===== src/rtl/gbnms_pkg.sv =====
// shared types and constants for the greedy box nms core
`timescale 1ns / 1ps
`default_nettype none
package gbnms_pkg;

  localparam int unsigned MAX_KEPT_DEF = 64;
  localparam int unsigned COORD_W      = 16;
  localparam int unsigned AREA_W       = 32;
  localparam int unsigned THR_W        = 9;
  localparam int unsigned TOTAL_W      = 7;
  localparam logic [THR_W-1:0] THR_RESET = 9'd115;

  typedef struct packed {
    logic [COORD_W-1:0] height;
    logic [COORD_W-1:0] width;
    logic [COORD_W-1:0] top;
    logic [COORD_W-1:0] left;
  } box_t;

  typedef struct packed {
    logic hit;
    logic busy;
  } cmp_st_t;

  typedef enum logic [1:0] {
    ST_IDLE,
    ST_SCAN,
    ST_DRAIN,
    ST_DONE
  } state_t;

endpackage
`default_nettype wire


===== src/rtl/gbnms_cell.sv =====
// one ring cell holding a kept box and its area
`timescale 1ns / 1ps
`default_nettype none
module gbnms_cell (
  input  wire                            clk,
  input  wire                            shift_en,
  input  wire                            load_en,
  input  gbnms_pkg::box_t                nb_box,
  input  wire [gbnms_pkg::AREA_W-1:0]    nb_area,
  input  gbnms_pkg::box_t                new_box,
  input  wire [gbnms_pkg::AREA_W-1:0]    new_area,
  output gbnms_pkg::box_t                box,
  output logic [gbnms_pkg::AREA_W-1:0]   area
);
  import gbnms_pkg::*;

  box_t              box_r;
  logic [AREA_W-1:0] area_r;

  always_ff @(posedge clk) begin
    if (shift_en) begin
      box_r  <= nb_box;
      area_r <= nb_area;
    end else if (load_en) begin
      box_r  <= new_box;
      area_r <= new_area;
    end
  end

  assign box  = box_r;
  assign area = area_r;

endmodule
`default_nettype wire


===== config.mk =====
export PLATFORM = sky130hd
export DESIGN_NAME = gbnms_cell
export DESIGN_NICKNAME = d
export VERILOG_FILES = /design/src/rtl/gbnms_pkg.sv /design/src/rtl/gbnms_cell.sv
export SDC_FILE = /design/constraint.sdc
export NUM_CORES = 1
export LEC_CHECK = 0
export BUFFER_PORTS_ARGS = -buffer_cell sky130_fd_sc_hd__buf_2
export CORE_AREA = 4 4 111 113
export DETAILED_ROUTE_END_ITERATION = 8
export DIE_AREA = 0 0 115 117
export GPL_ROUTABILITY_DRIVEN = 1
export GPL_TIMING_DRIVEN = 1
export PLACE_DENSITY = 0.79
export REMOVE_ABC_BUFFERS = 1
export SLEW_MARGIN = 30
export SYNTH_ARGS = -nofsm -noshare
export SYNTH_HDL_FRONTEND = slang
export SYNTH_SLANG_ARGS = --single-unit

===== constraint.sdc =====
create_clock -name clk -period 8 [get_ports clk]
set_clock_uncertainty 0.05 [all_clocks]
set_input_delay 2 -clock clk [delete_from_list [all_inputs] [get_ports clk]]
set_output_delay 2 -clock clk [all_outputs]
set_load 0.01 [all_outputs]

==> summary.txt <==
Finish
  • Area growth from synthesis to layout: 44.40%
  • Layout cell share with drive strength beyond 1: 0.8024
  • Net count, final: 691
  • Final Util: 0.5313
  • Diodes inserted: 0

Place
  • Routability cong.: 0.7558
  • HPWL after detailed placement: 8476 um
  • Port buffer count: between 200 and 300

Global route
  • Met3 GRT Util: 0.05810
  • Initial antenna violation count: 0
  • GR Util met1: 0.1407
  • Total track usage: 0.1456
  • Vias in the first global route: around 3000
  • Most used routing layer in global routing: met2
  • Global-route wire length before repair: 14580 um
  • Pin count of the biggest net entering global routing: just under 100
  • GR Overflow Total: 0
  • M2 GR Usage: 0.2747

Critical path
  • CP endpoint kind: register
  • CP required: around 8.0 ns
  • CP endpoint: box[0]
  • Critical Path AT: between 3 and 4 ns
  • CP startpoint: shift_en
  • CP Launch Type: input port
  • Kind of critical path: in2reg
  • Largest fanout on the critical path: 49

Synth
  • Synth top area share: 0.6921
  • Synth unique cells: 6
  • Cell with the most instances after synthesis: edfxtp_1
  • Synthesized area: 0.004165 mm2
  • Top cells by instance count after synthesis: edfxtp_1, mux2_2, mux2_4
  • Syn_area_per_cell: 20.42 um2
  • Synth area leaders: edfxtp_1, mux2_2, mux2_4, buf_6, buf_2
  • Syn. warnings: 0
  • Yosys reg bits: 96
  • Fraction of registers with async set/reset: 0
  • Sequential fraction of the synthesis area: 0.6921
  • Main synth FF type: edfxtp_1
  • Post-synth top area cell: edfxtp_1
  • Mapped Cells: 204
  • EDFF count, synth: 96

Timing
  • Final Slew Violations: 0
  • Share of the clock period used by the worst path: 0.4540
  • Sum of negative setup slack: 0 ns
  • Final hold violations: 0
  • Setup Viol. Count Final: 0
  • Max Clk Rate: 275.3 MHz
  • Worst slew pin tran: ~0.86 ns
  • Unrepaired setup endpoints after global routing: false
  • Post-layout minimum cycle time: about 3.6 ns
  • Relative slew margins: 0.4285

Status
  • Outcome: finished clean

Power
  • Peak VDD IR: 98.71 uV
  • Pwr Density: 207.0 mW/mm2
  • Lkg Pwr: ~2.8 nW

Job
  • MaxCap Viol Count: 0

CTS
  • CTS resizes: 0
  • Htree depth: 3
  • Sink Count: 96
  • Root buffer cell: clkbuf_16
  • CTS tree: done
  • CTS Hold Buffers Added: 0
  • CTS Buf Count: 9
  • Setup repair bufs after CTS: 0
  • Clk buf depth: 2
  • Clock slew at reported path FFs: approximately 0.060 ns

Route
  • DR pass1 iterations: 4
  • DRC viols: 0
  • Routed WL per cell: 16.47 um
  • Vias: 2901
  • Final ANT Viol Nets: 0
  • Initial DRC Count: 53
  • WL final: 10610 um
  • Post-DR vias/cell: 4.505

Floorplanning
  • IO Count: 291
  • Row count: 39
  • Die height: roughly 120 um
  • Chip Width: 115 um
  • Core ar.: 0.01132 mm2
  • Initial Utilization: 0.3679
  • Die area: 0.01346 mm2

Worst hold path
  • Min-delay worst type: in2reg
## power by group
part | total, mW | switching (mW) | leakage (nW) | internal [mW]
sequential | 0.631 | 0.0131 | 0.978 | 0.618
combinational | 0.205 | 0.0950 | 1.66 | 0.110
clock | 0.409 | 0.168 | 0.140 | 0.241
total | 1.24 | 0.276 | 2.78 | 0.969
## cells by family after synthesis
group / Yosys count / share of synthesized area
flops: 96 / 0.6921
mux: 96 / 0.2857
buf+inv: 11 / 0.02073
simple gates: 1 / 0.001503
## how the worst min path moves through the flow
stage,startpoint,endpoint,slack [ns],cells past startpoint
after global placement,nb_box[57],box[57],2.25,2
after floorplan,nb_box[32],box[32],2.17,1
after CTS,nb_box[51],box[51],1.90,2
final,nb_box[43],box[43],1.91,2
after global routing,nb_box[43],box[43],1.90,2
after detailed placement,nb_box[51],box[51],2.25,2
## sequential cells by signal, indices dropped and copies added, names as in the netlist
register,count
area,32
box,64
## routing by layer
layer / vias to the layer above / part of all wire / wire length, um
li1: 1391 / - / -
met1: 1332 / 0.33 / 3462
met2: 167 / 0.55 / 5791
met3: 11 / 0.12 / 1229
met4: 0 / 0.012 / 123
met5: - / 0 / 0
## cells in the final DEF (no fill, tap or decap)
cell type	Yosys	final
buf_6	5	1
clkinv_2	0	3
mux2_4	29	29
buf_2	6	289
clkbuf_16	0	9
mux2_2	67	67
edfxtp_1	96	96
buf_4	0	2
or2_4	0	1
bufinv_16	0	1
clkbuf_1	0	3
## through the flow
| stage | power [mW] | area (um2) | setup slack [ns] | hold slack [ns] | cells |
|---|---|---|---|---|---|
| 2_1_floorplan | 0.7293 | 4079 | 3.372 | 2.167 | 193 |
| 3_3_place_gp | 0.8454 | 5729 | 3.920 | 2.250 | 628 |
| 3_5_place_dp | 0.8519 | 5733 | 4.008 | 2.253 | 628 |
| 4_1_cts | 1.264 | 6015 | 4.371 | 1.898 | 644 |
| 5_1_grt | 1.298 | 6015 | 4.290 | 1.904 | 644 |
| 6_report | 1.245 | 6015 | 4.368 | 1.914 | 644 |
## critical path, cell delays in order
cell and delay (ns):
buf_4 0.51, buf_4 0.68, mux2_2 0.41
## final cells by class
| class | instances | area (um2) |
|---|---|---|
| timing repair buffer | 292 | 1473 |
| fill | 939 | 5306 |
| sequential | 96 | 2883 |
| clock inverter | 4 | 45.04 |
| tap | 143 | 178.9 |
| multi-input combinational | 97 | 1199 |
| clock buffer | 12 | 236.5 |
Note: power is estimated with default switching activity, not from simulation.
