### src/rtl/gbnms_pkg.sv
// shared types and constants for the greedy box nms core
`timescale 1ns / 1ps
`default_nettype none
package gbnms_pkg;

  localparam int unsigned MAX_KEPT_DEF = 64;
  localparam int unsigned COORD_W      = 16;
  localparam int unsigned AREA_W       = 32;
  localparam int unsigned THR_W        = 9;
  localparam int unsigned TOTAL_W      = 7;
  localparam logic [THR_W-1:0] THR_RESET = 9'd115;

  typedef struct packed {
    logic [COORD_W-1:0] height;
    logic [COORD_W-1:0] width;
    logic [COORD_W-1:0] top;
    logic [COORD_W-1:0] left;
  } box_t;

  typedef struct packed {
    logic hit;
    logic busy;
  } cmp_st_t;

  typedef enum logic [1:0] {
    ST_IDLE,
    ST_SCAN,
    ST_DRAIN,
    ST_DONE
  } state_t;

endpackage
`default_nettype wire

### src/rtl/gbnms_iou.sv
// four-stage iou threshold compare of the probe box against one kept box
`timescale 1ns / 1ps
`default_nettype none
module gbnms_iou (
  input  wire                            clk,
  input  wire                            rst_n,
  input  wire                            in_valid,
  input  gbnms_pkg::box_t                probe_box,
  input  wire [gbnms_pkg::AREA_W-1:0]    probe_area,
  input  gbnms_pkg::box_t                kept_box,
  input  wire [gbnms_pkg::AREA_W-1:0]    kept_area,
  input  wire [gbnms_pkg::THR_W-1:0]     thr,
  output gbnms_pkg::cmp_st_t             st
);
  import gbnms_pkg::*;

  localparam int unsigned EW  = COORD_W + 1;
  localparam int unsigned UW  = AREA_W + 1;
  localparam int unsigned LW  = AREA_W + 8;
  localparam int unsigned PW  = UW + THR_W;

  logic               v1_r, v2_r, v3_r, v4_r;
  logic [COORD_W-1:0] ox_r, oy_r;
  logic [AREA_W-1:0]  karea1_r, karea2_r;
  logic [AREA_W-1:0]  inter2_r, inter3_r;
  logic [UW-1:0]      uni3_r;
  logic               hit4_r;

  logic [EW-1:0] a_l, a_r, b_l, b_r, a_t, a_b, b_t, b_b;
  logic [EW-1:0] lo_x, hi_x, lo_y, hi_y, dx, dy;
  logic [COORD_W-1:0] ox_nxt, oy_nxt;
  logic [UW-1:0] uni_nxt;
  logic [PW-1:0] lhs, rhs;

  always_comb begin
    a_l  = {1'b0, probe_box.left};
    a_r  = {1'b0, probe_box.left} + {1'b0, probe_box.width};
    b_l  = {1'b0, kept_box.left};
    b_r  = {1'b0, kept_box.left} + {1'b0, kept_box.width};
    a_t  = {1'b0, probe_box.top};
    a_b  = {1'b0, probe_box.top} + {1'b0, probe_box.height};
    b_t  = {1'b0, kept_box.top};
    b_b  = {1'b0, kept_box.top} + {1'b0, kept_box.height};
    lo_x = (a_l > b_l) ? a_l : b_l;
    hi_x = (a_r < b_r) ? a_r : b_r;
    lo_y = (a_t > b_t) ? a_t : b_t;
    hi_y = (a_b < b_b) ? a_b : b_b;
    dx   = hi_x - lo_x;
    dy   = hi_y - lo_y;
    ox_nxt = (hi_x > lo_x) ? dx[COORD_W-1:0] : '0;
    oy_nxt = (hi_y > lo_y) ? dy[COORD_W-1:0] : '0;
    uni_nxt = {1'b0, probe_area} + {1'b0, karea2_r} - {1'b0, inter2_r};
    lhs = {{(PW-LW){1'b0}}, inter3_r, 8'b0};
    rhs = {{UW{1'b0}}, thr} * {{THR_W{1'b0}}, uni3_r};
  end

  always_ff @(posedge clk) begin
    if (!rst_n) begin
      v1_r <= 1'b0;
      v2_r <= 1'b0;
      v3_r <= 1'b0;
      v4_r <= 1'b0;
    end else begin
      v1_r <= in_valid;
      v2_r <= v1_r;
      v3_r <= v2_r;
      v4_r <= v3_r;
    end
  end

  always_ff @(posedge clk) begin
    ox_r     <= ox_nxt;
    oy_r     <= oy_nxt;
    karea1_r <= kept_area;
    inter2_r <= AREA_W'(ox_r) * AREA_W'(oy_r);
    karea2_r <= karea1_r;
    uni3_r   <= uni_nxt;
    inter3_r <= inter2_r;
    hit4_r   <= lhs > rhs;
  end

  assign st.hit  = v4_r & hit4_r;
  assign st.busy = v1_r | v2_r | v3_r | v4_r;

endmodule
`default_nettype wire

### config.mk
export PLATFORM = sky130hd
export DESIGN_NAME = gbnms_iou
export DESIGN_NICKNAME = d
export VERILOG_FILES = /design/src/rtl/gbnms_pkg.sv /design/src/rtl/gbnms_iou.sv
export SDC_FILE = /design/constraint.sdc
export NUM_CORES = 2
export LEC_CHECK = 0
export ABC_AREA = 0
export BUFFER_PORTS_ARGS = -buffer_cell sky130_fd_sc_hd__buf_2
export CORE_ASPECT_RATIO = 1.5
export CORE_MARGIN = 5
export CORE_UTILIZATION = 58
export DETAILED_ROUTE_END_ITERATION = 16
export GPL_TIMING_DRIVEN = 0
export PLACE_DENSITY_LB_ADDON = 0.25
export SLEW_MARGIN = 20
export SYNTH_ARGS = -nofsm -noshare
export SYNTH_HDL_FRONTEND = slang
export SYNTH_SLANG_ARGS = --single-unit
### constraint.sdc
create_clock -name clk -period 7 [get_ports clk]
set_clock_uncertainty 0.15 [all_clocks]
set_input_delay 0 -clock clk [delete_from_list [all_inputs] [get_ports clk]]
set_output_delay 0 -clock clk [all_outputs]
set_load 0.02 [all_outputs]
==> metrics.md <==
| Metric | Value |
|---|---|
| Status | complete, no violations |
| Number of antenna diodes | 0 |
| Antenna violations before repair | 0 |
| Core area | around 55,000 um^2 |
| Synth warnings | 0 |
| CTS tree | yes |
| # H-tree levels | 4 |
| P&R area growth vs syn | 11.9% |
| Antenna viol nets, final | 0 |
| Grt ovf | 0 |
| Final hold slack | roughly 0.011 ns |
| GRT Total Usage | a little under a third |
| Worst Setup Start Kind | flip-flop |
| Register area share after synthesis | between 10% and 20% |
| Crit Path Category | reg2reg |
| CTS max path bufs | 2 |
| Met2 WL | around 49,000 um |
| Ys flop type | dfxtp_1 |
| Crit path DAT | 7.14 ns |
| Total Routed Length | just over 90,000 um |
| Met1 WL | just over 30,000 um |
| Tmin final | 6.92 ns |
| Routability-driven placement congestion ratio | between 1 and 1.5 |
| Mapped Nets | ~4.8k |
| Most common cell after layout, fill and taps aside | inv_1 |
| Worst-path clk slew | 0.07 ns |
| Min-Delay Path Class | in2reg |
| Synthesized cell area | between 30,000 and 40,000 um^2 |
| Async S/R FF share, synth | 0% |
| Layout cells sized above 1 | 11.8% |
| Worst Path Required | between 7 and 8 ns |
| RSZ-0062 raised after global routing | true |
| Post-synth EDFFs | 0 |
| Sequential standard cell area | just over 4000 um^2 |
| Cts bufs inserted | 17 |
| Initial drt markers | between 1k and 1.5k |
| Post-synthesis cell type count | 77 |
| Setup_tns | 0 ns |
| Met3 WL post-DR | ~3900 um |
| Post-DP HPWL | between 70,000 and 80,000 um |
| Initial Utilization | between 50% and 60% |
| Cells after Synth | roughly 3.8k |
| Most frequent cells in the layout | 680 x inv_1, 445 x fa_1, 394 x nand2_1 |
| Nets | 5,115 |
| Tcrit/Tclk final | between 90% and 100% |
| Worst slew pin tran | between 0.7 and 0.8 ns |
| Die footprint | slightly above 60,000 um^2 |
| Die Width | about 200 um |
| Highest routed layer | met4 |
| Drt wl/cell | between 15 and 20 um |
| Multi-input logic area | 25,800 um^2 |
| Clock Latency Late Sink | about 0.46 ns |
| Largest net degree at the start of global routing | 20 |
| FP Rows | 106 |
| Critical path capture point type | flip-flop |
| Seq cells post-synth | about 200 |
| Root Buffer | clkbuf_16 |
| Worst reg-to-reg setup slack | around 0.085 ns |
| Die Span Y | between 200 and 300 um |
| Max-slew headroom | a little under half |
| MaxCap Viol Count | 0 |
| Final setup vio count | 0 |
| Drt pass-1 iters | 5 |
| First-pass GRT wire length | between 100,000 and 150,000 um |
| DRC viols | 0 |
| Avg Cell Area, Syn | 8.50 um^2 |
| Final hold vios | 0 |
| Vias in the first global route | just under 30k |
| Critical path fanouts, max | 6 |
| Max Freq | ~140 MHz |
| Port Buf Inserts | 204 |
| Max Slew Vio Count | 0 |
| Via count | around 27k |
| I/O pin cnt | slightly above 200 |
| TritonCTS Sinks | between 150 and 200 |
| Drt via density | 5.69 |
| Filler cells | around 4.7k |
[state kept, by name (all words and copies together) (netlist names)]
signal	cells
uni3_r	33
inter2_r	32
inter3_r	32
karea1_r	32
karea2_r	32
ox_r	16
oy_r	16
hit4_r	1
v1_r	1
v2_r	1
v3_r	1
v4_r	1
[area by class of cell]
class	count	area share [%]
Inverter	686	7.13
Buffer	108	1.33
Tap cell	702	2.43
Clock inverter	13	0.437
Multi-Input combinational cell	2788	71.5
Sequential cell	198	11.3
Clock buffer	19	1.23
Timing Repair Buffer	271	4.58
[metal layers]
layer	GRT usage (%)	up-vias
li1	-	12872
met4	18.6	0
met3	2.78	299
met2	58.5	875
met1	31.5	13158
met5	0	-
[final timing paths]
check               startpoint     endpoint  cells past startpoint
hold / removal    kept_box[16]      oy_r[0]                      5
hold reg to reg    karea1_r[0]  karea2_r[0]                      0
setup / recovery     uni3_r[3]       hit4_r                     27
setup reg to reg     uni3_r[3]       hit4_r                     27
[per-stage QoR]
step / worst slack, ns / cell area [um^2] / cells / util, %
floorplan: 0.331 / 32300 / 3796 / -
global placement: -2.29 / 34200 / 4702 / 61.6
detailed placement: -1.96 / 34200 / 4702 / 61.6
CTS: -0.0458 / 35800 / 4777 / 64.5
global route: -0.0926 / 36100 / 4785 / 65.1
finish: 0.0845 / 36100 / 4785 / 65.1
[cell families after synthesis]
logic type,count (synthesis),share of synthesized area (%)
buffers and inverters,810,9.45
multiplexers,7,0.225
flip-flops,198,12.3
AO/OA/AOI/OAI,633,12.9
adder cells (fa/ha/maj),841,43.1
AND/OR/NAND/NOR,1151,17.9
XOR/XNOR,156,4.23
[critical path, cell delays in order, from the launching register on]
cell,delay [ns]
dfxtp_4,0.40
buf_4,0.15
nand2_1,0.09
fa_1,0.55
inv_1,0.06
fa_1,0.46
ha_1,0.30
inv_1,0.05
fa_2,0.53
inv_1,0.05
ha_1,0.31
a211oi_2,0.25
o21a_1,0.18
o21ba_4,0.18
a31o_4,0.20
o21bai_1,0.08
a21oi_1,0.27
o21ai_1,0.16
a2111oi_0,0.48
nor3_1,0.13
ha_1,0.31
nand4_1,0.18
nor4_4,0.30
a21oi_1,0.17
o21ai_0,0.24
a211oi_2,0.16
a211o_1,0.30
nor3_2,0.14
[synth_stat cells, drive strengths merged, types with 5 or more instances]
cell type | count | share of area (%)
a2111oi | 11 | 0.32
a211o | 8 | 0.22
a211oi | 18 | 0.43
a21boi | 10 | 0.23
a21o | 99 | 2.3
a21oi | 185 | 2.9
a221oi | 5 | 0.19
a31o | 6 | 0.16
a31oi | 22 | 0.45
a41oi | 5 | 0.14
and2 | 286 | 5.5
and3 | 21 | 0.41
and4 | 8 | 0.22
clkbuf | 120 | 1.4
dfxtp | 198 | 12
fa | 450 | 28
ha | 391 | 15
inv | 686 | 8.0
mux2i | 5 | 0.16
nand2 | 400 | 4.7
nand2b | 25 | 0.48
nand3 | 97 | 1.5
nand4 | 28 | 0.54
nor2 | 124 | 1.5
nor2b | 30 | 0.58
nor3 | 60 | 0.93
nor4 | 38 | 0.74
o2111ai | 5 | 0.14
o211ai | 16 | 0.37
o21a | 28 | 0.65
o21ai | 120 | 1.9
o21bai | 25 | 0.58
o311ai | 25 | 0.68
o31ai | 11 | 0.27
or2 | 9 | 0.17
or3 | 13 | 0.25
xnor2 | 107 | 2.9
xor2 | 49 | 1.3
[repair_timing]
item | in CTS | in global routing
endpoints found under the setup margin | 36 | 41
pin swaps | 35 | 39
resized for setup | 153 | 118
hold buffers | 39 | 0
cloned | 0 | 0
endpoints found under the hold margin | 40 | 0
buffers inserted | 17 | 11
Power is not shown: default switching activity piles up to over one toggle a cycle in this logic, so the estimate is an artifact.
